<file path="src/rtl/core/median_filter_2d_assert.svh">
// assertion macros for the two-dimensional median filter
`ifndef MEDIAN_FILTER_2D_ASSERT_SVH
`define MEDIAN_FILTER_2D_ASSERT_SVH

// same-cycle implication, sampled on clk_i, off while rst_ni is low
`define MF2_ASSERT_NOW(label, ante, cons, msg) \
  label: assert property (@(posedge clk_i) disable iff (!rst_ni) (ante) |-> (cons)) \
    else $error(msg);

// next-cycle implication, sampled on clk_i, off while rst_ni is low
`define MF2_ASSERT_NEXT(label, ante, cons, msg) \
  label: assert property (@(posedge clk_i) disable iff (!rst_ni) (ante) |=> (cons)) \
    else $error(msg);

`endif

</file>
<file path="src/rtl/core/mf2_pkg.sv">
// shared constants, types and helpers of the median filter
package mf2_pkg;

  localparam int unsigned MAX_WIDTH  = 1024;
  localparam int unsigned MAX_HEIGHT = 1024;
  localparam int unsigned MAX_WINDOW = 7;

  localparam int unsigned PIX_W     = 8;
  localparam int unsigned CFG_W     = 11;
  localparam int unsigned WIN_CFG_W = 3;
  localparam int unsigned CFG_IDX_W = 2;

  localparam int unsigned COL_W  = $clog2(MAX_WIDTH);
  localparam int unsigned ROW_W  = $clog2(MAX_HEIGHT + 1);
  localparam int unsigned SLOT_W = $clog2(MAX_WINDOW);
  localparam int unsigned HALF_W = $clog2(MAX_WINDOW / 2 + 1);
  localparam int unsigned LAG_W  =
    $clog2((MAX_WINDOW / 2) * MAX_WIDTH + MAX_WINDOW / 2 + 1);
  localparam int unsigned CELLS  = MAX_WINDOW * MAX_WINDOW;
  localparam int unsigned RANK_W = $clog2(CELLS + 1);

  localparam int unsigned CMDQ_DEPTH = 4;
  localparam int unsigned CMDQ_PTR_W = $clog2(CMDQ_DEPTH);
  localparam int unsigned CMDQ_CNT_W = $clog2(CMDQ_DEPTH + 1);
  localparam int unsigned OUT_DEPTH  = 16;
  localparam int unsigned OUT_PTR_W  = $clog2(OUT_DEPTH);
  localparam int unsigned RES_W      = $clog2(OUT_DEPTH + 1);

  typedef enum logic [CFG_IDX_W-1:0] {
    REG_FRAME_WIDTH  = 2'd0,
    REG_FRAME_HEIGHT = 2'd1,
    REG_WINDOW_SIZE  = 2'd2
  } cfg_reg_e;

  typedef enum logic {
    REQ_PIXEL = 1'b0,
    REQ_DRAIN = 1'b1
  } req_e;

  // one unit of work handed from the front to the back
  typedef struct packed {
    logic              pix;
    logic [PIX_W-1:0]  pixel;
    logic [COL_W-1:0]  in_col;
    logic [SLOT_W-1:0] in_slot;
    logic              emit;
    logic              border;
    logic              last;
    logic [COL_W-1:0]  out_col;
    logic [SLOT_W-1:0] out_slot;
  } cmd_t;

  // side data that travels with a window through the median stages
  typedef struct packed {
    logic             border;
    logic             last;
    logic [PIX_W-1:0] pass;
  } tag_t;

  typedef struct packed {
    logic in_done;
    logic out_done;
  } front_status_t;

  typedef struct packed {
    logic [RES_W-1:0] reserved;
  } back_status_t;

  function automatic logic [SLOT_W-1:0] slot_inc(input logic [SLOT_W-1:0] slot);
    logic [SLOT_W-1:0] res;
    if (slot == SLOT_W'(MAX_WINDOW - 1)) begin
      res = '0;
    end else begin
      res = slot + SLOT_W'(1);
    end
    return res;
  endfunction

endpackage

</file>
<file path="src/rtl/core/mf2_cmd_queue.sv">
// short command queue between front and back
module mf2_cmd_queue (
  input  logic          clk_i,
  input  logic          rst_ni,
  input  logic          push_valid_i,
  output logic          push_ready_o,
  input  mf2_pkg::cmd_t push_i,
  output logic          pop_valid_o,
  input  logic          pop_ready_i,
  output mf2_pkg::cmd_t pop_o
);
  import mf2_pkg::*;

  cmd_t                  mem_q [CMDQ_DEPTH];
  logic [CMDQ_PTR_W-1:0] wr_q, rd_q;
  logic [CMDQ_CNT_W-1:0] cnt_q;
  logic                  push, pop;

  assign push_ready_o = cnt_q != CMDQ_CNT_W'(CMDQ_DEPTH);
  assign pop_valid_o  = cnt_q != '0;
  assign push         = push_valid_i & push_ready_o;
  assign pop          = pop_valid_o & pop_ready_i;
  assign pop_o        = mem_q[rd_q];

  always_ff @(posedge clk_i or negedge rst_ni) begin
    if (!rst_ni) begin
      wr_q  <= '0;
      rd_q  <= '0;
      cnt_q <= '0;
    end else begin
      if (push) wr_q <= wr_q + CMDQ_PTR_W'(1);
      if (pop) rd_q <= rd_q + CMDQ_PTR_W'(1);
      cnt_q <= cnt_q + CMDQ_CNT_W'(push) - CMDQ_CNT_W'(pop);
    end
  end

  always_ff @(posedge clk_i) begin
    if (push) mem_q[wr_q] <= push_i;
  end

endmodule

</file>
<file path="config.mk">
export PLATFORM = sky130hd
export DESIGN_NAME = mf2_cmd_queue
export DESIGN_NICKNAME = d
export VERILOG_FILES = /design/src/rtl/core/median_filter_2d_assert.svh /design/src/rtl/core/mf2_pkg.sv /design/src/rtl/core/mf2_cmd_queue.sv
export SDC_FILE = /design/constraint.sdc
export NUM_CORES = 1
export LEC_CHECK = 0
export ABC_CLOCK_PERIOD_IN_PS = 2040
export BUFFER_PORTS_ARGS = -buffer_cell sky130_fd_sc_hd__buf_2
export CELL_PAD_IN_SITES_DETAIL_PLACEMENT = 0
export CELL_PAD_IN_SITES_GLOBAL_PLACEMENT = 1
export CORE_MARGIN = 1
export CORE_UTILIZATION = 45
export DETAILED_ROUTE_END_ITERATION = 10
export PLACE_DENSITY_LB_ADDON = 0.1
export RECOVER_POWER = 50
export SYNTH_ARGS = -nofsm -noshare
export SYNTH_HDL_FRONTEND = slang
export SYNTH_SLANG_ARGS = --single-unit
export TNS_END_PERCENT = 5
</file>
<file path="constraint.sdc">
create_clock -name clk_i -period 2.04 [get_ports clk_i]
set_clock_uncertainty 0.05 [all_clocks]
set_input_delay 0.612 -clock clk_i [delete_from_list [all_inputs] [get_ports clk_i]]
set_output_delay 0.612 -clock clk_i [all_outputs]
set_load 0.05 [all_outputs]
</file>
==> results.py, run 1 <==
metrics = {
    "critical_path": {
        "reg2reg_depth": 8,
        "cp-start-kind": "register",
        "r2r_start": "cnt_q[1]$_DFF_PN0_",
        "r2r_slack_ns": -0.03,
        "cp.required_ns": 1.38,
        "r2r-end": "cnt_q[2]$_DFF_PN0_",
        "cp-startpoint": "rd_q[0]$_DFFE_PN0P_",
        "worstPathArrival_ns": 1.80,
        "critPathCaptureType": "primary output",
        "path_class": "reg -> out",
        "crit_fanout": 18,
    },
    "flow_run": {
        "max-cap-violations": 0,
    },
    "logic_synthesis": {
        "syn_area_per_cell_um2": 25.0,
        "async_flop_share_pct": 4.40,
        "yosysSeqAreaShare_pct": 79.0,
        "syn_area_mm2": 0.00600,
        "synth_area_leaders": "edfxtp_1 (76%), mux4_2 (14%), dfrtp_1 (2.9%)",
        "yosysWarnings": 0,
        "synth_top_area_share_pct": 76.1,
        "syn_inst": 240,
        "synth_common_cells": "edfxtp_1 (152), mux4_2 (38), dfrtp_1 (7), ha_1 (6), inv_1 (6)",
        "ys_seq_elements": 159,
        "synth.most_common_cell": "edfxtp_1",
        "synth_top_flop_cell": "edfxtp_1",
        "synth_cell_type_count": 21,
        "syn-num-nets": 289,
        "synth-edff-count": 152,
        "yosysTopAreaCell": "edfxtp_1",
    },
    "sta": {
        "finalMaxSlewViolations": 0,
        "finalCritPeriodShare_pct": 121,
        "finalHoldViolCount": 0,
        "setup_viol": 41,
        "tns_ns": -14.75,
        "period_minus_slack_ns": 2.46,
        "slew_headroom_pct": 67.1,
        "fmax_mhz": 406,
        "setup_slack_ns": -0.424,
        "tightestPinTransition_ns": 0.493,
        "rsz0062_at_grt": "true",
    },
    "drt": {
        "drcViolationCount": 0,
        "drt_first_pass_iters": 6,
        "drtAntennaViolNets": 0,
        "routed_via_density": 5.07,
        "wirelength_um": 10200,
        "drt_iter0_markers": 221,
        "wire_per_inst_um": 18.9,
        "vias": 2728,
    },
    "global_routing": {
        "grt_pass1_vias": 2967,
        "grtUsageTotal_pct": 16.3,
        "grt_max_degree": 37,
        "overflow": 0,
        "antenna_found_initial": 0,
        "grt_pass1_wl_um": 16200,
    },
    "min_path": {
        "hold_start": "push_i[2]",
        "holdPathStages": 1,
        "min_to": "mem_q[1][2]$_DFFE_PP_",
        "hp-class": "in -> reg",
    },
    "outcome": {
        "failed_checks": "setup timing",
        "outcome": "complete, but fails checks",
    },
    "clock_network": {
        "tritoncts": "built",
        "clk_latency_ns": 0.41,
        "cts.sinks": 159,
        "h-tree-depth": 4,
        "cts_buffer_depth": 2,
        "root_buffer": "clkbuf_16",
        "cts_setup_buffers": 0,
        "cts.reportedPaths.clkPinSlew_ns": 0.06,
        "numCtsBuffers": 17,
    },
    "placement": {
        "pre_cts_ws_ns": -0.106,
        "portBuffers": 81,
        "postPlaceCellArea_mm2": 0.00677,
        "hpwl_um": 6200,
        "place_congestion": 0.678,
    },
    "floorplan": {
        "start_util_pct": 46.8,
        "core-area_mm2": 0.0128,
        "row_count": 41,
        "io_pins": 82,
        "dieArea_mm2": 0.0138,
        "die_h_um": 117,
        "chipWidth_um": 117,
    },
    "power_and_ir_drop": {
        "p_leak_nw": 2.55,
        "power_density_mw_per_mm2": 1740,
        "ir_drop_mv": 0.830,
    },
    "cells_and_area": {
        "areaGrowthSynthToFinish_pct": 25.3,
        "drive_above_1_share_pct": 36.9,
        "nets": 403,
        "diodes": 0,
        "fin_area_mm2": 0.00752,
    },
}
## cell usage in the layout (no fill, tap or decap), types with 2 or more instances in the layout
cell type  synthesis  layout
nand2b_1           4       4
ha_1               6       6
buf_12             4       7
o211ai_1           2       2
nand4bb_1          2       2
dfrtp_1            7       3
bufinv_16          0       2
buf_4              1      18
buf_6              1      37
clkbuf_16          0      17
clkbuf_1           0      44
and3b_2            0       4
clkinv_2           0       3
inv_1              6       6
buf_2              3       2
dfrtp_2            0       4
clkinv_1           0       3
xnor2_1            3       3
mux4_2            38      38
edfxtp_1         152     152
## kinds of logic after synthesis
| logic type | Yosys count | synth area share, % |
|---|---|---|
| multiplexers | 38 | 14.3 |
| adder cells (fa/ha/maj) | 7 | 1.58 |
| AND/OR/NAND/NOR | 13 | 1.75 |
| XOR/XNOR | 4 | 0.584 |
| AO/OA/AOI/OAI | 4 | 0.542 |
| flip-flops | 159 | 79.0 |
| buffers and inverters | 15 | 2.27 |
## area by class of cell
type,count,area (µm²)
fillers,980,5310
flip-flops and latches,159,4740
multi-input cells,66,1140
repair buffers,104,858
clock buffers,22,444
well taps,172,215
clock inverters,9,93.8
inverters,6,22.5
## critical path, stage by stage (launching register included)
cell     delay (ns)
dfrtp_2        0.43
buf_12         0.21
mux4_2         0.55
buf_6          0.17
## sequential cells by signal (all words and copies together), names as in the netlist
| register | count |
|---|---|
| mem_q | 152 |
| cnt_q | 3 |
| rd_q | 2 |
| wr_q | 2 |
## worst max path at each step
stage	to	slack, ns	cells after the start
after CTS	pop_o[26]	-0.48	3
after global routing	pop_o[0]	-0.49	3
after detailed placement	cnt_q[2]$_DFF_PN0_	-0.11	9
after global placement	cnt_q[2]$_DFF_PN0_	-0.08	9
after floorplan	mem_q[1][0]$_DFFE_PP_	-0.04	2
final	pop_o[5]	-0.42	3
## through the flow
step	utilization (%)	hold slack, ns	cells	total power (W)
4_1_cts	59.0	0.329	538	0.0133
5_1_grt	58.6	0.382	538	0.0136
3_3_place_gp	52.8	0.419	506	0.00957
2_1_floorplan	-	0.266	240	0.00839
6_report	58.6	0.402	538	0.0131
3_5_place_dp	52.8	0.418	506	0.00961
## layer usage
layer,up-vias,global-route usage (%),share of wire [%]
met5,-,0,0
met4,0,6.25,1.3
met3,12,6.20,5.8
met2,62,26.2,50
met1,1410,20.1,43
li1,1244,-,-
## power breakdown
| group | leakage [nW] | total, W | switching, W | internal, W |
|---|---|---|---|---|
| Combinational | 0.816 | 0.00563 | 0.00335 | 0.00228 |
| Sequential | 1.47 | 0.00454 | 0.000215 | 0.00432 |
| Clock | 0.260 | 0.00289 | 0.00112 | 0.00177 |
| Total | 2.55 | 0.0131 | 0.00469 | 0.00837 |
## what timing repair did
action | CTS | global route
hold endpoints to repair | 7 | 0
cloned | 0 | 0
gates resized for setup | 78 | 1
hold buffers | 1 | 0
endpoints found under the setup margin | 41 | 41
(Power assumes the default switching activity.)
==> run 2: changes to the inputs <==
- SETUP_SLACK_MARGIN: unset -> 0.5
- SLEW_MARGIN: unset -> 20
==> run 2 against run 1 <==
The flow still finishes with violations (setup timing). Clock power is 8.0% lower. Non-clock buffer count is 7 higher. Sequential share of layout area is 0.90 points lower. Largest cell class unchanged.
==> results.py, run 2 (same netlist as run 1, synthesis figures left out) <==
metrics = {
    "outcome": {
        "outcome": "complete, but fails checks",
        "failed_checks": "setup timing",
    },
    "clock_network": {
        "clk_latency_ns": 0.42,
        "cts.sinks": 159,
        "tritoncts": "built",
        "root_buffer": "clkbuf_16",
        "h-tree-depth": 4,
        "numCtsBuffers": 17,
        "cts.reportedPaths.clkPinSlew_ns": 0.06,
        "cts_buffer_depth": 2,
    },
    "global_routing": {
        "grtUsageTotal_pct": 16.1,
        "grt_pass1_wl_um": 16100,
        "grt_max_degree": 39,
        "antenna_found_initial": 0,
        "overflow": 0,
        "grt_pass1_vias": 2922,
    },
    "drt": {
        "wirelength_um": 10500,
        "drt_iter0_markers": 156,
        "drcViolationCount": 0,
        "wire_per_inst_um": 19.3,
        "drt_first_pass_iters": 6,
        "vias": 2818,
        "routed_via_density": 5.18,
        "drtAntennaViolNets": 0,
    },
    "power_and_ir_drop": {
        "seqPwrFrac_pct": 34.4,
        "power_density_mw_per_mm2": 1730,
        "ir_drop_mv": 0.904,
        "sw_frac_of_total_pct": 36.4,
        "p_int_w": 0.00838,
        "p_sw_w": 0.00480,
        "power_frac_comb_pct": 45.5,
        "pwr-share-clk_pct": 20.1,
        "p_leak_nw": 2.60,
    },
    "critical_path": {
        "critPathCaptureType": "primary output",
        "cp.required_ns": 1.38,
        "crit_family": "multiplexers",
        "slowest_delay_ns": 0.51,
        "r2r_slack_ns": -0.01,
        "cp-start-kind": "register",
        "crit_chain": "buf_6 -> clkbuf_16 -> mux4_2 -> buf_6",
        "r2r_start": "cnt_q[0]$_DFF_PN0_",
        "worstPathArrival_ns": 1.81,
        "path_buf_inv": 3,
        "crit_fanout": 5,
        "worst_path_max_delay_cell": "mux4_2",
        "path_class": "reg -> out",
        "reg2reg_depth": 8,
        "r2r-end": "cnt_q[2]$_DFF_PN0_",
        "crit_path_frequent_cell": "buf_6",
    },
    "floorplan": {
        "core-area_mm2": 0.0128,
        "dieArea_mm2": 0.0138,
        "io_pins": 82,
        "chipWidth_um": 117,
        "die_h_um": 117,
        "row_count": 41,
        "start_util_pct": 46.8,
    },
    "sta": {
        "tightestPinTransition_ns": 0.382,
        "finalCritPeriodShare_pct": 121,
        "period_minus_slack_ns": 2.47,
        "fmax_mhz": 404,
        "slew_headroom_pct": 74.2,
        "setup_viol": 41,
        "finalHoldViolCount": 0,
        "finalMaxSlewViolations": 0,
        "setup_slack_ns": -0.433,
        "tns_ns": -15.43,
        "rsz0062_at_grt": "true",
    },
    "cells_and_area": {
        "drive_above_1_share_pct": 39.0,
        "nets": 410,
        "layout_commonest_cell": "edfxtp_1",
        "stdcell_count": 544,
        "final_util_pct": 59.5,
        "diodes": 0,
        "areaGrowthSynthToFinish_pct": 27.1,
        "layout_common_cells": "edfxtp_1 (152), clkbuf_1 (42), mux4_2 (38)",
        "fin_area_mm2": 0.00763,
        "regMostFlops": "mem_q",
        "reg.largest.list": "mem_q x152, cnt_q x3",
        "largest_reg_flops": 152,
    },
    "flow_run": {
        "max-cap-violations": 0,
    },
    "placement": {
        "pre_cts_ws_ns": -0.0759,
        "hpwl_um": 6180,
        "postPlaceCellArea_mm2": 0.00677,
        "place_congestion": 0.701,
        "numPlacedInstances": 505,
        "portBuffers": 81,
    },
    "min_path": {
        "holdPathStages": 1,
        "min_to": "mem_q[3][28]$_DFFE_PP_",
        "hold_start": "push_i[28]",
        "hp-class": "in -> reg",
    },
}
run 2: worst max-delay path by stage:
stage / start / to / slack (ns) / depth (start not counted)
6_report: rd_q[0]$_DFFE_PN0P_ / pop_o[21] / -0.43 / 4
5_1_grt: rd_q[0]$_DFFE_PN0P_ / pop_o[20] / -0.48 / 4
2_1_floorplan: cnt_q[1]$_DFF_PN0_ / cnt_q[2]$_DFF_PN0_ / 0.008 / 9
3_3_place_gp: pop_ready_i / cnt_q[2]$_DFF_PN0_ / -0.05 / 9
3_5_place_dp: pop_ready_i / cnt_q[2]$_DFF_PN0_ / -0.08 / 9
4_1_cts: rd_q[0]$_DFFE_PN0P_ / pop_o[26] / -0.46 / 3
run 2: cell type report:
type,instances,area [µm²]
clock inverter,10,50.0
tap,172,215
inverter,6,22.5
sequential,159,4740
multi-input combinational,66,1150
clock buffer,20,437
timing repair buffer,111,1010
fill,976,5200
run 2: per-stage QoR:
| step | total power [W] | hold slack (ns) |
|---|---|---|
| after CTS | 0.0129 | 0.342 |
| after detailed placement | 0.00957 | 0.410 |
| after global routing | 0.0137 | 0.401 |
| after global placement | 0.00954 | 0.411 |
| after floorplan | 0.00838 | 0.266 |
| final | 0.0132 | 0.399 |
run 2: worst register-to-register path: stages (launching register included):
cell	delay, ns
dfrtp_2	0.45
o31a_1	0.32
ha_1	0.27
inv_1	0.06
ha_1	0.12
inv_1	0.05
fa_2	0.35
xnor2_2	0.15
xnor2_1	0.12
run 2: per-layer routing:
layer | track usage (%) | part of all wire (%) | up-vias
met3 | 4.41 | 5.0 | 16
met1 | 20.8 | 43 | 1471
met2 | 25.3 | 51 | 76
met5 | 0 | 0 | -
met4 | 8.17 | 1.8 | 0
li1 | - | - | 1255
run 2: what timing repair did:
action	CTS	global route
cloned	0	3
buffers inserted	1	4
setup endpoints to repair	194	195
hold endpoints to repair	7	0
resized for setup	74	26
hold buffers	1	0
pin swaps	1	0
run 2: power groups by stage:
stage	combinational, W	sequential (W)	clock [W]
finish	0.00599	0.00453	0.00266
global route	0.00628	0.00459	0.00285
CTS	0.00566	0.00454	0.00271
detailed placement	0.00497	0.00460	0
global placement	0.00497	0.00457	0
floorplan	0.00384	0.00454	0
