--- config.mk ---
export PLATFORM = sky130hd
export DESIGN_NAME = mf2_front
export DESIGN_NICKNAME = d
export VERILOG_FILES = /design/src/rtl/core/median_filter_2d_assert.svh /design/src/rtl/core/mf2_pkg.sv /design/src/rtl/core/mf2_front.sv
export SDC_FILE = /design/constraint.sdc
export NUM_CORES = 1
export LEC_CHECK = 0
export BUFFER_PORTS_ARGS = -buffer_cell sky130_fd_sc_hd__buf_2
export CAP_MARGIN = 10
export CORE_UTILIZATION = 52
export CTS_CLUSTER_DIAMETER = 120
export DETAILED_ROUTE_END_ITERATION = 6
export PLACE_DENSITY_LB_ADDON = 0.15
export REMOVE_ABC_BUFFERS = 1
export SYNTH_ARGS = -nofsm -noshare
export SYNTH_HDL_FRONTEND = slang
export SYNTH_SLANG_ARGS = --single-unit
--- constraint.sdc ---
create_clock -name clk_i -period 9.23 [get_ports clk_i]
set_input_delay 0 -clock clk_i [delete_from_list [all_inputs] [get_ports clk_i]]
set_output_delay 0 -clock clk_i [all_outputs]
set_load 0.01 [all_outputs]
--- src/rtl/core/median_filter_2d_assert.svh ---
// assertion macros for the two-dimensional median filter
`ifndef MEDIAN_FILTER_2D_ASSERT_SVH
`define MEDIAN_FILTER_2D_ASSERT_SVH

// same-cycle implication, sampled on clk_i, off while rst_ni is low
`define MF2_ASSERT_NOW(label, ante, cons, msg) \
  label: assert property (@(posedge clk_i) disable iff (!rst_ni) (ante) |-> (cons)) \
    else $error(msg);

// next-cycle implication, sampled on clk_i, off while rst_ni is low
`define MF2_ASSERT_NEXT(label, ante, cons, msg) \
  label: assert property (@(posedge clk_i) disable iff (!rst_ni) (ante) |=> (cons)) \
    else $error(msg);

`endif

--- src/rtl/core/mf2_pkg.sv ---
// shared constants, types and helpers of the median filter
package mf2_pkg;

  localparam int unsigned MAX_WIDTH  = 1024;
  localparam int unsigned MAX_HEIGHT = 1024;
  localparam int unsigned MAX_WINDOW = 7;

  localparam int unsigned PIX_W     = 8;
  localparam int unsigned CFG_W     = 11;
  localparam int unsigned WIN_CFG_W = 3;
  localparam int unsigned CFG_IDX_W = 2;

  localparam int unsigned COL_W  = $clog2(MAX_WIDTH);
  localparam int unsigned ROW_W  = $clog2(MAX_HEIGHT + 1);
  localparam int unsigned SLOT_W = $clog2(MAX_WINDOW);
  localparam int unsigned HALF_W = $clog2(MAX_WINDOW / 2 + 1);
  localparam int unsigned LAG_W  =
    $clog2((MAX_WINDOW / 2) * MAX_WIDTH + MAX_WINDOW / 2 + 1);
  localparam int unsigned CELLS  = MAX_WINDOW * MAX_WINDOW;
  localparam int unsigned RANK_W = $clog2(CELLS + 1);

  localparam int unsigned CMDQ_DEPTH = 4;
  localparam int unsigned CMDQ_PTR_W = $clog2(CMDQ_DEPTH);
  localparam int unsigned CMDQ_CNT_W = $clog2(CMDQ_DEPTH + 1);
  localparam int unsigned OUT_DEPTH  = 16;
  localparam int unsigned OUT_PTR_W  = $clog2(OUT_DEPTH);
  localparam int unsigned RES_W      = $clog2(OUT_DEPTH + 1);

  typedef enum logic [CFG_IDX_W-1:0] {
    REG_FRAME_WIDTH  = 2'd0,
    REG_FRAME_HEIGHT = 2'd1,
    REG_WINDOW_SIZE  = 2'd2
  } cfg_reg_e;

  typedef enum logic {
    REQ_PIXEL = 1'b0,
    REQ_DRAIN = 1'b1
  } req_e;

  // one unit of work handed from the front to the back
  typedef struct packed {
    logic              pix;
    logic [PIX_W-1:0]  pixel;
    logic [COL_W-1:0]  in_col;
    logic [SLOT_W-1:0] in_slot;
    logic              emit;
    logic              border;
    logic              last;
    logic [COL_W-1:0]  out_col;
    logic [SLOT_W-1:0] out_slot;
  } cmd_t;

  // side data that travels with a window through the median stages
  typedef struct packed {
    logic             border;
    logic             last;
    logic [PIX_W-1:0] pass;
  } tag_t;

  typedef struct packed {
    logic in_done;
    logic out_done;
  } front_status_t;

  typedef struct packed {
    logic [RES_W-1:0] reserved;
  } back_status_t;

  function automatic logic [SLOT_W-1:0] slot_inc(input logic [SLOT_W-1:0] slot);
    logic [SLOT_W-1:0] res;
    if (slot == SLOT_W'(MAX_WINDOW - 1)) begin
      res = '0;
    end else begin
      res = slot + SLOT_W'(1);
    end
    return res;
  endfunction

endpackage

--- src/rtl/core/mf2_front.sv ---
// front end: config registers, frame position counters, item classification
module mf2_front (
  input  logic                           clk_i,
  input  logic                           rst_ni,
  input  logic                           cfg_we_i,
  input  logic [mf2_pkg::CFG_IDX_W-1:0]  cfg_idx_i,
  input  logic [mf2_pkg::CFG_W-1:0]      cfg_data_i,
  input  logic                           in_valid_i,
  output logic                           in_ready_o,
  input  logic                           in_req_i,
  input  logic [mf2_pkg::PIX_W-1:0]      in_pixel_i,
  output logic                           cmd_valid_o,
  output mf2_pkg::cmd_t                  cmd_o,
  input  logic                           cmd_ready_i,
  output logic [mf2_pkg::HALF_W-1:0]     half_o,
  output mf2_pkg::front_status_t         status_o
);
  import mf2_pkg::*;

  logic [CFG_W-1:0]     width_q, height_q;
  logic [WIN_CFG_W-1:0] win_q;
  logic [COL_W-1:0]     in_col_q, in_col_d;
  logic [ROW_W-1:0]     in_row_q, in_row_d;
  logic [SLOT_W-1:0]    in_slot_q, in_slot_d;
  logic [LAG_W-1:0]     fill_q, fill_d;
  logic [ROW_W-1:0]     out_row_q, out_row_d;
  logic [COL_W-1:0]     out_col_q, out_col_d;
  logic [SLOT_W-1:0]    out_slot_q, out_slot_d;

  logic [CFG_W-1:0]     w_eff, h_eff;
  logic [WIN_CFG_W-1:0] win_odd, win_eff;
  logic [HALF_W-1:0]    half;
  logic [LAG_W-1:0]     lag;
  logic [COL_W:0]       w_x;
  logic [ROW_W-1:0]     ht_r;
  logic                 in_done, out_done, fire, is_pix, restart, do_pix, emit;
  logic [COL_W-1:0]     cur_in_col, cur_out_col;
  logic [ROW_W-1:0]     cur_in_row, cur_out_row;
  logic [SLOT_W-1:0]    cur_in_slot, cur_out_slot;
  logic [LAG_W-1:0]     cur_fill;
  logic                 in_col_end, out_col_end, border, last;
  logic                 cfg_hit;

  always_comb begin
    w_eff = width_q;
    if (width_q == '0) w_eff = CFG_W'(1);
    else if (width_q > CFG_W'(MAX_WIDTH)) w_eff = CFG_W'(MAX_WIDTH);
    h_eff = height_q;
    if (height_q == '0) h_eff = CFG_W'(1);
    else if (height_q > CFG_W'(MAX_HEIGHT)) h_eff = CFG_W'(MAX_HEIGHT);
    win_odd = win_q | WIN_CFG_W'(1);
    win_eff = win_odd;
    if (int'(win_odd) > MAX_WINDOW) win_eff = WIN_CFG_W'((MAX_WINDOW - 1) | 1);
  end

  assign half = HALF_W'(win_eff >> 1);
  assign lag  = LAG_W'(LAG_W'(half) * LAG_W'(w_eff)) + LAG_W'(half);
  assign w_x  = (COL_W + 1)'(w_eff);
  assign ht_r = ROW_W'(h_eff);

  assign in_done  = in_row_q >= ht_r;
  assign out_done = out_row_q >= ht_r;

  assign in_ready_o = cmd_ready_i;
  assign fire       = in_valid_i & in_ready_o;
  assign is_pix     = (req_e'(in_req_i) == REQ_PIXEL);
  // a pixel after a fully delivered frame opens a new one
  assign restart    = is_pix & in_done & out_done;
  assign do_pix     = is_pix & (~in_done | out_done);

  assign cur_in_col   = restart ? '0 : in_col_q;
  assign cur_in_row   = restart ? '0 : in_row_q;
  assign cur_in_slot  = restart ? '0 : in_slot_q;
  assign cur_fill     = restart ? '0 : fill_q;
  assign cur_out_col  = restart ? '0 : out_col_q;
  assign cur_out_row  = restart ? '0 : out_row_q;
  assign cur_out_slot = restart ? '0 : out_slot_q;

  assign emit = is_pix ? (do_pix & (cur_fill >= lag)) : (in_done & ~out_done);

  assign in_col_end  = ({1'b0, cur_in_col} == w_x - (COL_W + 1)'(1));
  assign out_col_end = ({1'b0, cur_out_col} == w_x - (COL_W + 1)'(1));

  assign border = (cur_out_row < ROW_W'(half))
                | ((ROW_W + 1)'(cur_out_row) + (ROW_W + 1)'(half) >= (ROW_W + 1)'(ht_r))
                | (cur_out_col < COL_W'(half))
                | ((COL_W + 1)'(cur_out_col) + (COL_W + 1)'(half) >= w_x);
  assign last = (cur_out_row == ht_r - ROW_W'(1)) & out_col_end;

  always_comb begin
    in_col_d   = in_col_q;
    in_row_d   = in_row_q;
    in_slot_d  = in_slot_q;
    fill_d     = fill_q;
    out_col_d  = out_col_q;
    out_row_d  = out_row_q;
    out_slot_d = out_slot_q;
    if (fire & do_pix) begin
      in_col_d  = in_col_end ? '0 : cur_in_col + COL_W'(1);
      in_row_d  = in_col_end ? cur_in_row + ROW_W'(1) : cur_in_row;
      in_slot_d = in_col_end ? slot_inc(cur_in_slot) : cur_in_slot;
      fill_d    = (cur_fill >= lag) ? cur_fill : cur_fill + LAG_W'(1);
      out_col_d  = cur_out_col;
      out_row_d  = cur_out_row;
      out_slot_d = cur_out_slot;
    end
    if (fire & emit) begin
      out_col_d  = out_col_end ? '0 : cur_out_col + COL_W'(1);
      out_row_d  = out_col_end ? cur_out_row + ROW_W'(1) : cur_out_row;
      out_slot_d = out_col_end ? slot_inc(cur_out_slot) : cur_out_slot;
    end
  end

  always_comb begin
    cfg_hit = 1'b0;
    case (cfg_reg_e'(cfg_idx_i))
      REG_FRAME_WIDTH, REG_FRAME_HEIGHT, REG_WINDOW_SIZE: cfg_hit = cfg_we_i;
      default: cfg_hit = 1'b0;
    endcase
  end

  always_ff @(posedge clk_i or negedge rst_ni) begin
    if (!rst_ni) begin
      width_q    <= CFG_W'(640);
      height_q   <= CFG_W'(480);
      win_q      <= WIN_CFG_W'(3);
      in_col_q   <= '0;
      in_row_q   <= '0;
      in_slot_q  <= '0;
      fill_q     <= '0;
      out_col_q  <= '0;
      out_row_q  <= '0;
      out_slot_q <= '0;
    end else if (cfg_hit) begin
      case (cfg_reg_e'(cfg_idx_i))
        REG_FRAME_WIDTH:  width_q  <= cfg_data_i;
        REG_FRAME_HEIGHT: height_q <= cfg_data_i;
        REG_WINDOW_SIZE:  win_q    <= cfg_data_i[WIN_CFG_W-1:0];
        default: ;
      endcase
      in_col_q   <= '0;
      in_row_q   <= '0;
      in_slot_q  <= '0;
      fill_q     <= '0;
      out_col_q  <= '0;
      out_row_q  <= '0;
      out_slot_q <= '0;
    end else begin
      in_col_q   <= in_col_d;
      in_row_q   <= in_row_d;
      in_slot_q  <= in_slot_d;
      fill_q     <= fill_d;
      out_col_q  <= out_col_d;
      out_row_q  <= out_row_d;
      out_slot_q <= out_slot_d;
    end
  end

  assign cmd_valid_o    = fire & (do_pix | emit);
  assign cmd_o.pix      = do_pix;
  assign cmd_o.pixel    = in_pixel_i;
  assign cmd_o.in_col   = cur_in_col;
  assign cmd_o.in_slot  = cur_in_slot;
  assign cmd_o.emit     = emit;
  assign cmd_o.border   = border;
  assign cmd_o.last     = last;
  assign cmd_o.out_col  = cur_out_col;
  assign cmd_o.out_slot = cur_out_slot;

  assign half_o            = half;
  assign status_o.in_done  = in_done;
  assign status_o.out_done = out_done;

endmodule

==> run_results.csv, run 1 <==
group,metric,value,unit
global_routing,antenna_found_initial,0,
yosys,yosysUniqueCellTypes,85,
timing,relSlewSlack,27.5,%
worst_setup_path,worstPathRequired,9470,ps
timing,grt_setup_unrepaired,"false",
clocking,cts.path.max_buffers,2,
clocking,cts_root_buffer,"clkbuf_16",
cells_and_area,final_common_cell,"nand2_1",
timing,period_minus_slack,7380,ps
worst_setup_path,critical_path_class,"reg2reg",
clocking,cts_tree,"yes",
clocking,hold_buffers,12,
floorplanning,start_util,53.2,%
worst_setup_path,endpoint_kind,"register",
route,highest_layer,"met4",
cells_and_area,syn2layout_area_growth,7.60,%
global_routing,track_usage,31.2,%
floorplanning,die_w,132,um
timing,setup_viol,0,
route,num_vias,8466,
place,dpl.hpwl,19500,um
yosys,syn_area,8830,um2
cells_and_area,final_nets,1228,
cells_and_area,fin_util,57.3,%
clocking,postCtsSetupBuffers,0,
worst_setup_path,start_kind,"register",
cells_and_area,drive_above_1_share,12.2,%
yosys,avgSynthCellArea,8.06,um2
yosys,netlist_instances,1095,
global_routing,grt_max_degree,59,
power_and_ir_drop,p_leak,4.35,nW
yosys,synth_edf_count,0,
timing,final_max_slew_viol_count,0,
yosys,seq_area_frac_synth,23.9,%
route,viasPerCell,6.36,
timing,max_freq,135,MHz
place,gp_congestion,0.956,
floorplanning,core_region_area,16600,um2
timing,skew,9.13,ps
yosys,synth_ff_type,"dfrtp_1",
route,drtIter0Drc,652,
clocking,htree_levels,3,
timing,hold_viol_final,0,
clocking,clock-sinks,84,
yosys,ys_async_sr_fraction,100,%
timing,finalSetupTns,0,ps
global_routing,grt_pass1_wl,42900,um
min_path,worst_hold_path_type,"in2out",
global_routing,grt-ovfl-total,0,
route,wl_met1,11800,um
outcome,outcome,"finished clean",
route,routed_wl,26400,um
clocking,clock_latency,360,ps
worst_setup_path,crit_fanout,15,
timing,period_share,80.0,%
run,maxCapViolCount,0,
worst_setup_path,cp.arrival,7630,ps
cells_and_area,final_cell_mix,"120 x nand2_1, 91 x ha_1, 83 x nor2_1",
power_and_ir_drop,peakVddDrop,83.4,uV
timing,tightestPinTransition,1080,ps
route,ant_nets,0,
power_and_ir_drop,power_density,137,nW/um2
route,dr.pass1.iters,6,
clocking,path_clk_slew,70,ps
floorplanning,rows,47,
floorplanning,io_pins,71,
clocking,cts_buffers,9,
clocking,cts_resized,0,
global_routing,grt_pass1_vias,7964,
floorplanning,die_h,132,um
route,wl_met2,12200,um
route,drc,0,
route,met3_length,1800,um
yosys,ys_warn_count,0,
route,avgRoutedWirePerCell,19.8,um
floorplanning,die-area,17500,um2
place,port_buffers,54,
yosys,ys_ff_latch,84,
cells_and_area,diodes,0,
power breakdown:
group          internal [mW]  switching [mW]
sequential             0.396          0.0536
combinational          0.196           0.285
clock                  0.200           0.173
worst max-delay path, stage by stage, from the launching register on:
cell	delay, ps
dfrtp_1	500
nor4_4	550
a32o_1	600
nand2_1	150
fa_1	520
inv_1	40
ha_1	220
fa_1	420
a21o_1	170
a21oi_1	210
o21bai_1	80
a21oi_1	220
o21bai_1	90
a21oi_1	210
o21bai_1	80
a21oi_1	170
xnor2_1	80
ha_1	290
o21a_1	120
nor2_1	50
o31a_1	390
or4_1	560
a22oi_2	270
or4b_1	740
o311ai_0	450
nand2b_1	90
metal layers:
layer / GRT usage, % / vias to the layer above
met4: 12.3 / 0
met2: 48.9 / 323
li1: - / 4036
met1: 43.5 / 4067
met3: 4.08 / 40
met5: 0 / -
synth_stat cells (9+ instances only):
cell      number  share of area [%]
a21o_1        16                1.4
o21ai_0       47                2.7
a21oi_1       49                2.8
nand4_1       23                1.6
dfrtp_1       77                 22
inv_1         52                2.2
nand2_1      121                5.1
o211ai_1      11               0.94
a31oi_1       17                1.2
buf_4         16                1.4
xor2_1        17                1.7
nor4_1        14               0.99
and2_1        43                3.0
ha_1          91                 13
nand3_1       40                2.3
or4_1          9               0.77
nor3_1        18                1.0
clkbuf_1      47                2.0
xnor2_1       36                3.6
mux2_2        24                3.1
or3_1         16                1.1
and3_1        20                1.4
nor2b_1       13               0.92
nor2_1        84                3.6
nand2b_1      10               0.71
state kept, by name (all words and copies together) (netlist names):
register	flops
fill_q	12
height_q	11
in_row_q	11
out_row_q	11
width_q	11
in_col_q	10
out_col_q	10
in_slot_q	3
out_slot_q	3
win_q	2
logic make-up (layout without fill, tap and decap cells):
logic type	after synthesis	in the layout	share of synthesized area, %
xor+xnor	54	54	5.44
fa+ha+maj	95	95	13.8
buf+inv	130	146	6.55
simple gates	449	449	26.6
mux	28	28	3.51
flops	84	84	23.9
compound gates	255	255	20.1
final cells by class:
type | instances | area, um2
multi-input cells | 881 | 6150
repair buffers | 76 | 468
flip-flops and latches | 84 | 2110
fillers | 1580 | 7080
clock buffers | 11 | 253
clock inverters | 5 | 40.0
well taps | 220 | 275
inverters | 54 | 203
per-stage QoR:
stage          total power [mW]  worst slack [ps]  instances  area, um2  hold WS, ps
4_1_cts                    1.30              1810       1331       9500        0.115
5_1_grt                    1.38              1220       1331       9500       0.0721
2_1_floorplan             0.777              2170       1019       8450         -296
3_5_place_dp              0.925              1820       1303       9090        -55.6
3_3_place_gp              0.917              2130       1303       9090        -49.7
6_report                   1.30              1850       1331       9500       0.0802
final timing paths:
| path | start | to | slack (ps) | cells past startpoint |
|---|---|---|---|---|
| max in group asynchronous | rst_ni | fill_q[10]$_DFFE_PN0P_ | 8020 | 3 |
| setup / recovery | width_q[2]$_DFFE_PN0P_ | out_row_q[3]$_DFFE_PN0P_ | 1850 | 25 |
| hold reg to reg | height_q[0]$_DFFE_PN0P_ | height_q[0]$_DFFE_PN0P_ | 530 | 1 |
| hold / removal | in_pixel_i[0] | cmd_o[29] | 0.08 | 0 |
| setup reg to reg | width_q[2]$_DFFE_PN0P_ | out_row_q[3]$_DFFE_PN0P_ | 1850 | 25 |
| min in group asynchronous | rst_ni | out_col_q[7]$_DFFE_PN0P_ | 100 | 2 |
Power figures use the tool's default switching activity.
==> inputs of run 2 (changes only) <==
- clock period: 9.23 -> 6.7 ns (I/O delays scaled with it)
==> run 2 against run 1 <==
  * Non-clock buffer count rose by 35
  * Clock skew fell by 0.80 ps
  * Global-route usage barely moved
  * Core utilization rose by 2.2 points
  * Critical path type unchanged
  * Register-to-register slack got worse by 1500 ps
  * Largest cell class unchanged
  * The run now ends with design-rule violations left
==> run_results.csv, run 2 (synthesized netlist as in run 1, its figures left out) <==
group,metric,value,unit
min_path,min_from,"in_pixel_i[0]",
route,dr.pass1.iters,7,
route,drc,11,
power_and_ir_drop,internal_power,1.22,mW
timing,max_freq,158,MHz
floorplanning,io_pins,71,
clocking,htree_levels,3,
global_routing,grt_pass1_vias,8140,
timing,period_minus_slack,6320,ps
timing,fin_hold_ws,0.0802,ps
route,avgRoutedWirePerCell,19.8,um
run,maxCapViolCount,0,
timing,setup_viol,0,
cells_and_area,final_common_cell,"nand2_1",
route,num_vias,8724,
floorplanning,die-area,17500,um2
place,dpl.hpwl,20100,um
timing,hold_viol_final,0,
outcome,violations,"design-rule violations",
worst_setup_path,worstPathRequired,6990,ps
worst_setup_path,endpoint_kind,"register",
route,routed_wl,27100,um
clocking,cts_buffers,9,
min_path,worst_hold_path_type,"in2out",
power_and_ir_drop,comb_power_share,38.3,%
floorplanning,die_w,132,um
route,viasPerCell,6.38,
place,placed_cell_area,9330,um2
global_routing,grt_use_met2,48.0,%
worst_setup_path,startpoint,"width_q[6]$_DFFE_PN0P_",
cells_and_area,largest-register,"fill_q",
worst_setup_path,crit_fanout,5,
worst_setup_path,reg2reg_from,"width_q[6]$_DFFE_PN0P_",
clocking,clock-sinks,84,
worst_setup_path,cp.arrival,6610,ps
global_routing,grt_max_degree,75,
outcome,outcome,"finished with violations",
power_and_ir_drop,switching_power,0.700,mW
timing,tightestPinTransition,1130,ps
power_and_ir_drop,power_density,195,nW/um2
worst_setup_path,start_kind,"register",
place,place_ws,74.9,ps
clocking,path_clk_slew,60,ps
worst_setup_path,cpMaxStageDelayCell,"or4_1",
min_path,min_path_cells,0,
floorplanning,core_region_area,16600,um2
power_and_ir_drop,power.share.switching,36.5,%
cells_and_area,final_cell_mix,"120 x nand2_1, 91 x ha_1, 83 x nor2_1",
timing,skew,8.33,ps
cells_and_area,largest_reg_flops,12,
cells_and_area,design_area,9860,um2
power_and_ir_drop,p_leak,4.55,nW
place,gp_congestion,0.973,
place,port_buffers,54,
worst_setup_path,critPathMaxStageDelay,550,ps
power_and_ir_drop,pwr-share-seq,30.4,%
timing,relSlewSlack,24.6,%
timing,fin_ws,379,ps
global_routing,grtUsageMet3,5.38,%
cells_and_area,drive_above_1_share,15.3,%
worst_setup_path,cpMostUsedCell,"o21bai_1",
global_routing,grt_pass1_wl,42900,um
global_routing,gr-max-usage-layer,"met2",
route,ant_nets,0,
floorplanning,rows,47,
timing,grt_setup_unrepaired,"false",
global_routing,grt-ovfl-total,0,
global_routing,track_usage,31.1,%
timing,period_share,94.3,%
worst_setup_path,critical_path_class,"reg2reg",
clocking,cts_tree,"yes",
clocking,clock_latency,350,ps
worst_setup_path,reg2regPathDepth,26,
global_routing,use_met1,42.6,%
route,drtIter0Drc,838,
global_routing,antenna_found_initial,0,
cells_and_area,diodes,0,
cells_and_area,final_nets,1264,
timing,final_max_slew_viol_count,0,
power_and_ir_drop,peakVddDrop,153,uV
cells_and_area,syn2layout_area_growth,11.7,%
clocking,cts_root_buffer,"clkbuf_16",
power_and_ir_drop,clkPwrFrac,31.2,%
clocking,cts.path.max_buffers,2,
floorplanning,die_h,132,um
floorplanning,start_util,53.2,%
-- run 2: power groups by stage --
| stage | Clock, mW | Combinational [mW] | Sequential (mW) |
|---|---|---|---|
| 2_1_floorplan | 0 | 0.469 | 0.602 |
| 3_3_place_gp | 0 | 0.703 | 0.591 |
| 3_5_place_dp | 0 | 0.714 | 0.592 |
| 4_1_cts | 0.608 | 0.725 | 0.583 |
| 5_1_grt | 0.625 | 0.812 | 0.590 |
| 6_report | 0.600 | 0.735 | 0.584 |
-- run 2: cell type report --
class / count / area (um2)
clock buffers: 11 / 243
repair buffers: 111 / 731
flip-flops and latches: 84 / 2110
well taps: 220 / 275
clock inverters: 5 / 109
multi-input cells: 882 / 6190
inverters: 54 / 203
fillers: 1562 / 6720
-- run 2: per-stage QoR --
stage	power (mW)	util [%]	setup TNS (ps)	instances
finish	1.92	59.5	0	1367
global route	2.03	59.5	0	1367
CTS	1.92	59.1	0	1363
detailed placement	1.31	56.2	0	1335
global placement	1.29	56.2	0	1335
floorplan	1.07	-	-3230	1019
-- run 2: path summary, 6_finish.rpt --
check	to	slack (ps)
setup reg to reg	out_slot_q[0]$_DFFE_PN0P_	380
max in group asynchronous	in_col_q[1]$_DFFE_PN0P_	5470
min in group asynchronous	out_col_q[3]$_DFFE_PN0P_	20
setup / recovery	out_slot_q[0]$_DFFE_PN0P_	380
hold / removal	cmd_o[29]	0.08
hold reg to reg	height_q[0]$_DFFE_PN0P_	540
-- run 2: layer usage --
| metal | wire length, um | up-vias |
|---|---|---|
| met5 | 0 | - |
| met4 | 1010 | 0 |
| met3 | 1980 | 69 |
| met2 | 12200 | 370 |
| met1 | 11900 | 4183 |
| li1 | - | 4102 |
-- run 2: timing repair --
| item | CTS | global route |
|---|---|---|
| setup buffers | 0 | 3 |
| gates resized for setup | 0 | 8 |
| endpoints found under the setup margin | 0 | 26 |
| hold buffers | 12 | 0 |
| endpoints found under the hold margin | 34 | 0 |
-- run 2: critical path: cells and delay by family, from the launching register on --
family,cells,cell delay (ps)
compound gates,13,2530
flops,1,390
fa+ha+maj,4,1450
xor+xnor,1,100
buf+inv,2,200
simple gates,6,1620
==> inputs of run 3 (changes only) <==
- clock period: 6.7 -> 5.35 ns (I/O delays scaled with it)
==> run 3 against run 2 <==
  * Wire length grew 7.2%
  * Sequential power grew 23%
  * Setup slack lost 880 ps
  * Sequential share of layout area shrank 2.7 points
  * Cell count grew 9.7%
  * The run ends with negative setup slack left
  * Hold slack is the same
  * Clock skew grew 6.9 ps
  * Clock-buffer cell count is the same
==> run_results.csv, run 3 (synthesized netlist as in run 1, its figures left out) <==
group,metric,value,unit
timing,skew,15.3,ps
timing,period_minus_slack,5850,ps
timing,tightestPinTransition,1130,ps
floorplanning,die-area,17500,um2
place,port_buffers,54,
timing,finalSetupTns,-9570,ps
outcome,outcome,"finished with violations",
power_and_ir_drop,p_leak,5.26,nW
timing,period_share,109,%
worst_setup_path,crit_fanout,5,
worst_setup_path,start_kind,"register",
route,avgRoutedWirePerCell,19.4,um
cells_and_area,final_common_cell,"buf_4",
cells_and_area,final_nets,1397,
timing,setup_viol,32,
worst_setup_path,worstPathRequired,5580,ps
timing,final_max_slew_viol_count,0,
floorplanning,core_region_area,16600,um2
place,gp_congestion,0.954,
outcome,violations,"negative setup slack",
worst_setup_path,worst-r2r-setup-slack,-500,ps
clocking,cts_root_buffer,"clkbuf_16",
cells_and_area,multi_input_area,6580,um2
clocking,clock_latency,360,ps
route,drtIter0Drc,970,
power_and_ir_drop,peakVddDrop,210,uV
power_and_ir_drop,total_power,2.42,mW
cells_and_area,fillCellCount,1374,
clocking,path_clk_slew,60,ps
timing,relSlewSlack,24.1,%
timing,fin_ws,-501,ps
cells_and_area,diodes,0,
timing,max_freq,171,MHz
clocking,cts.path.max_buffers,2,
floorplanning,rows,47,
cells_and_area,final_cell_mix,"164 x buf_4, 114 x nand2_1, 85 x ha_1",
global_routing,grt_pass1_vias,8554,
clocking,htree_levels,3,
timing,fin_hold_ws,0.0802,ps
global_routing,antenna_found_initial,0,
floorplanning,die_h,132,um
route,routed_wl,29000,um
timing,grt_setup_unrepaired,"true",
cells_and_area,largest-register,"fill_q",
worst_setup_path,reg2regPathDepth,27,
floorplanning,start_util,53.2,%
cells_and_area,seq_area,2110,um2
clocking,clock-sinks,84,
route,viasPerCell,6.20,
floorplanning,die_w,132,um
min_path,worst_hold_path_type,"in2out",
worst_setup_path,startpoint,"width_q[2]$_DFFE_PN0P_",
floorplanning,io_pins,71,
place,placed_cell_area,10100,um2
clocking,cts_tree,"yes",
worst_setup_path,r2r_end,"out_col_q[9]$_DFFE_PN0P_",
global_routing,track_usage,32.8,%
route,dr.pass1.iters,5,
timing,hold_viol_final,0,
clocking,cts_buffers,9,
cells_and_area,design_area,11300,um2
power_and_ir_drop,power_density,215,nW/um2
cells_and_area,drive_above_1_share,28.9,%
worst_setup_path,reg2reg_from,"width_q[2]$_DFFE_PN0P_",
route,ant_nets,0,
worst_setup_path,critPathCapture,"out_col_q[9]$_DFFE_PN0P_",
worst_setup_path,critical_path_class,"reg2reg",
route,num_vias,9295,
route,drc,0,
worst_setup_path,endpoint_kind,"register",
run,maxCapViolCount,0,
global_routing,grt_pass1_wl,44800,um
cells_and_area,syn2layout_area_growth,27.7,%
global_routing,grt_max_degree,76,
global_routing,grt-ovfl-total,0,
worst_setup_path,cp.arrival,6080,ps
cells_and_area,largest_reg_flops,12,
place,dpl.hpwl,20900,um
[run 3: timing repair]
action	4_1_cts	5_1_grt
hold buffers	12	0
setup buffers	25	10
setup endpoints to repair	35	36
pin swaps	38	40
endpoints found under the hold margin	33	0
gates cloned	1	1
resized for setup	69	54
[run 3: worst min path at each step]
stage / from / to / cells after the start
6_report: in_pixel_i[0] / cmd_o[29] / 0
5_1_grt: in_pixel_i[1] / cmd_o[30] / 0
4_1_cts: rst_ni / out_col_q[0]$_DFFE_PN0P_ / 2
3_5_place_dp: rst_ni / out_col_q[0]$_DFFE_PN0P_ / 1
3_3_place_gp: rst_ni / out_col_q[7]$_DFFE_PN0P_ / 1
2_1_floorplan: rst_ni / fill_q[0]$_DFFE_PN0P_ / 0
[run 3: worst max-delay path, cell delays in order (launching register included)]
cell,delay [ps]
dfrtp_1,400
nor4_4,290
a32o_2,230
nand2_2,60
fa_1,560
inv_1,50
ha_2,190
fa_2,380
a21o_1,190
a21oi_2,170
o21bai_1,90
a21oi_2,140
o21bai_1,90
a21oi_2,140
o21bai_1,70
a21oi_1,150
xnor2_1,90
ha_1,300
o21a_1,120
nor2_1,50
o31a_1,300
or4_4,440
a22oi_2,180
or4b_4,500
buf_8,160
buf_6,120
a32oi_1,160
o31ai_1,100
[run 3: final cells by class]
class | instances | share of cell area, %
Clock buffer | 11 | 2.06
Clock inverter | 5 | 0.333
Inverter | 54 | 1.84
Multi-Input combinational cell | 881 | 58.4
Sequential cell | 84 | 18.7
Tap cell | 220 | 2.44
Timing Repair Buffer | 245 | 16.2
[run 3: metrics by stage]
| stage | worst slack [ps] | util, % | cells |
|---|---|---|---|
| floorplan | -1710 | - | 1019 |
| finish | -501 | 68.0 | 1500 |
| detailed placement | -947 | 60.9 | 1438 |
| global placement | -757 | 60.9 | 1438 |
| CTS | -505 | 66.0 | 1491 |
| global route | -807 | 68.0 | 1500 |
[run 3: power by group]
group / switching, mW / leakage, nW / total (mW) / internal [mW]
Sequential: 0.0363 / 1.11 / 0.719 / 0.683
Combinational: 0.615 / 4.02 / 1.10 / 0.481
Clock: 0.288 / 0.126 / 0.605 / 0.317
Total: 0.939 / 5.26 / 2.42 / 1.48
[run 3: routing by layer]
metal	GRT usage (%)	part of all wire [%]	up-vias
met5	0	0	-
met4	17.7	4.4	0
met3	6.38	8.5	86
met2	50.8	45	453
met1	43.3	42	4379
li1	-	-	4377
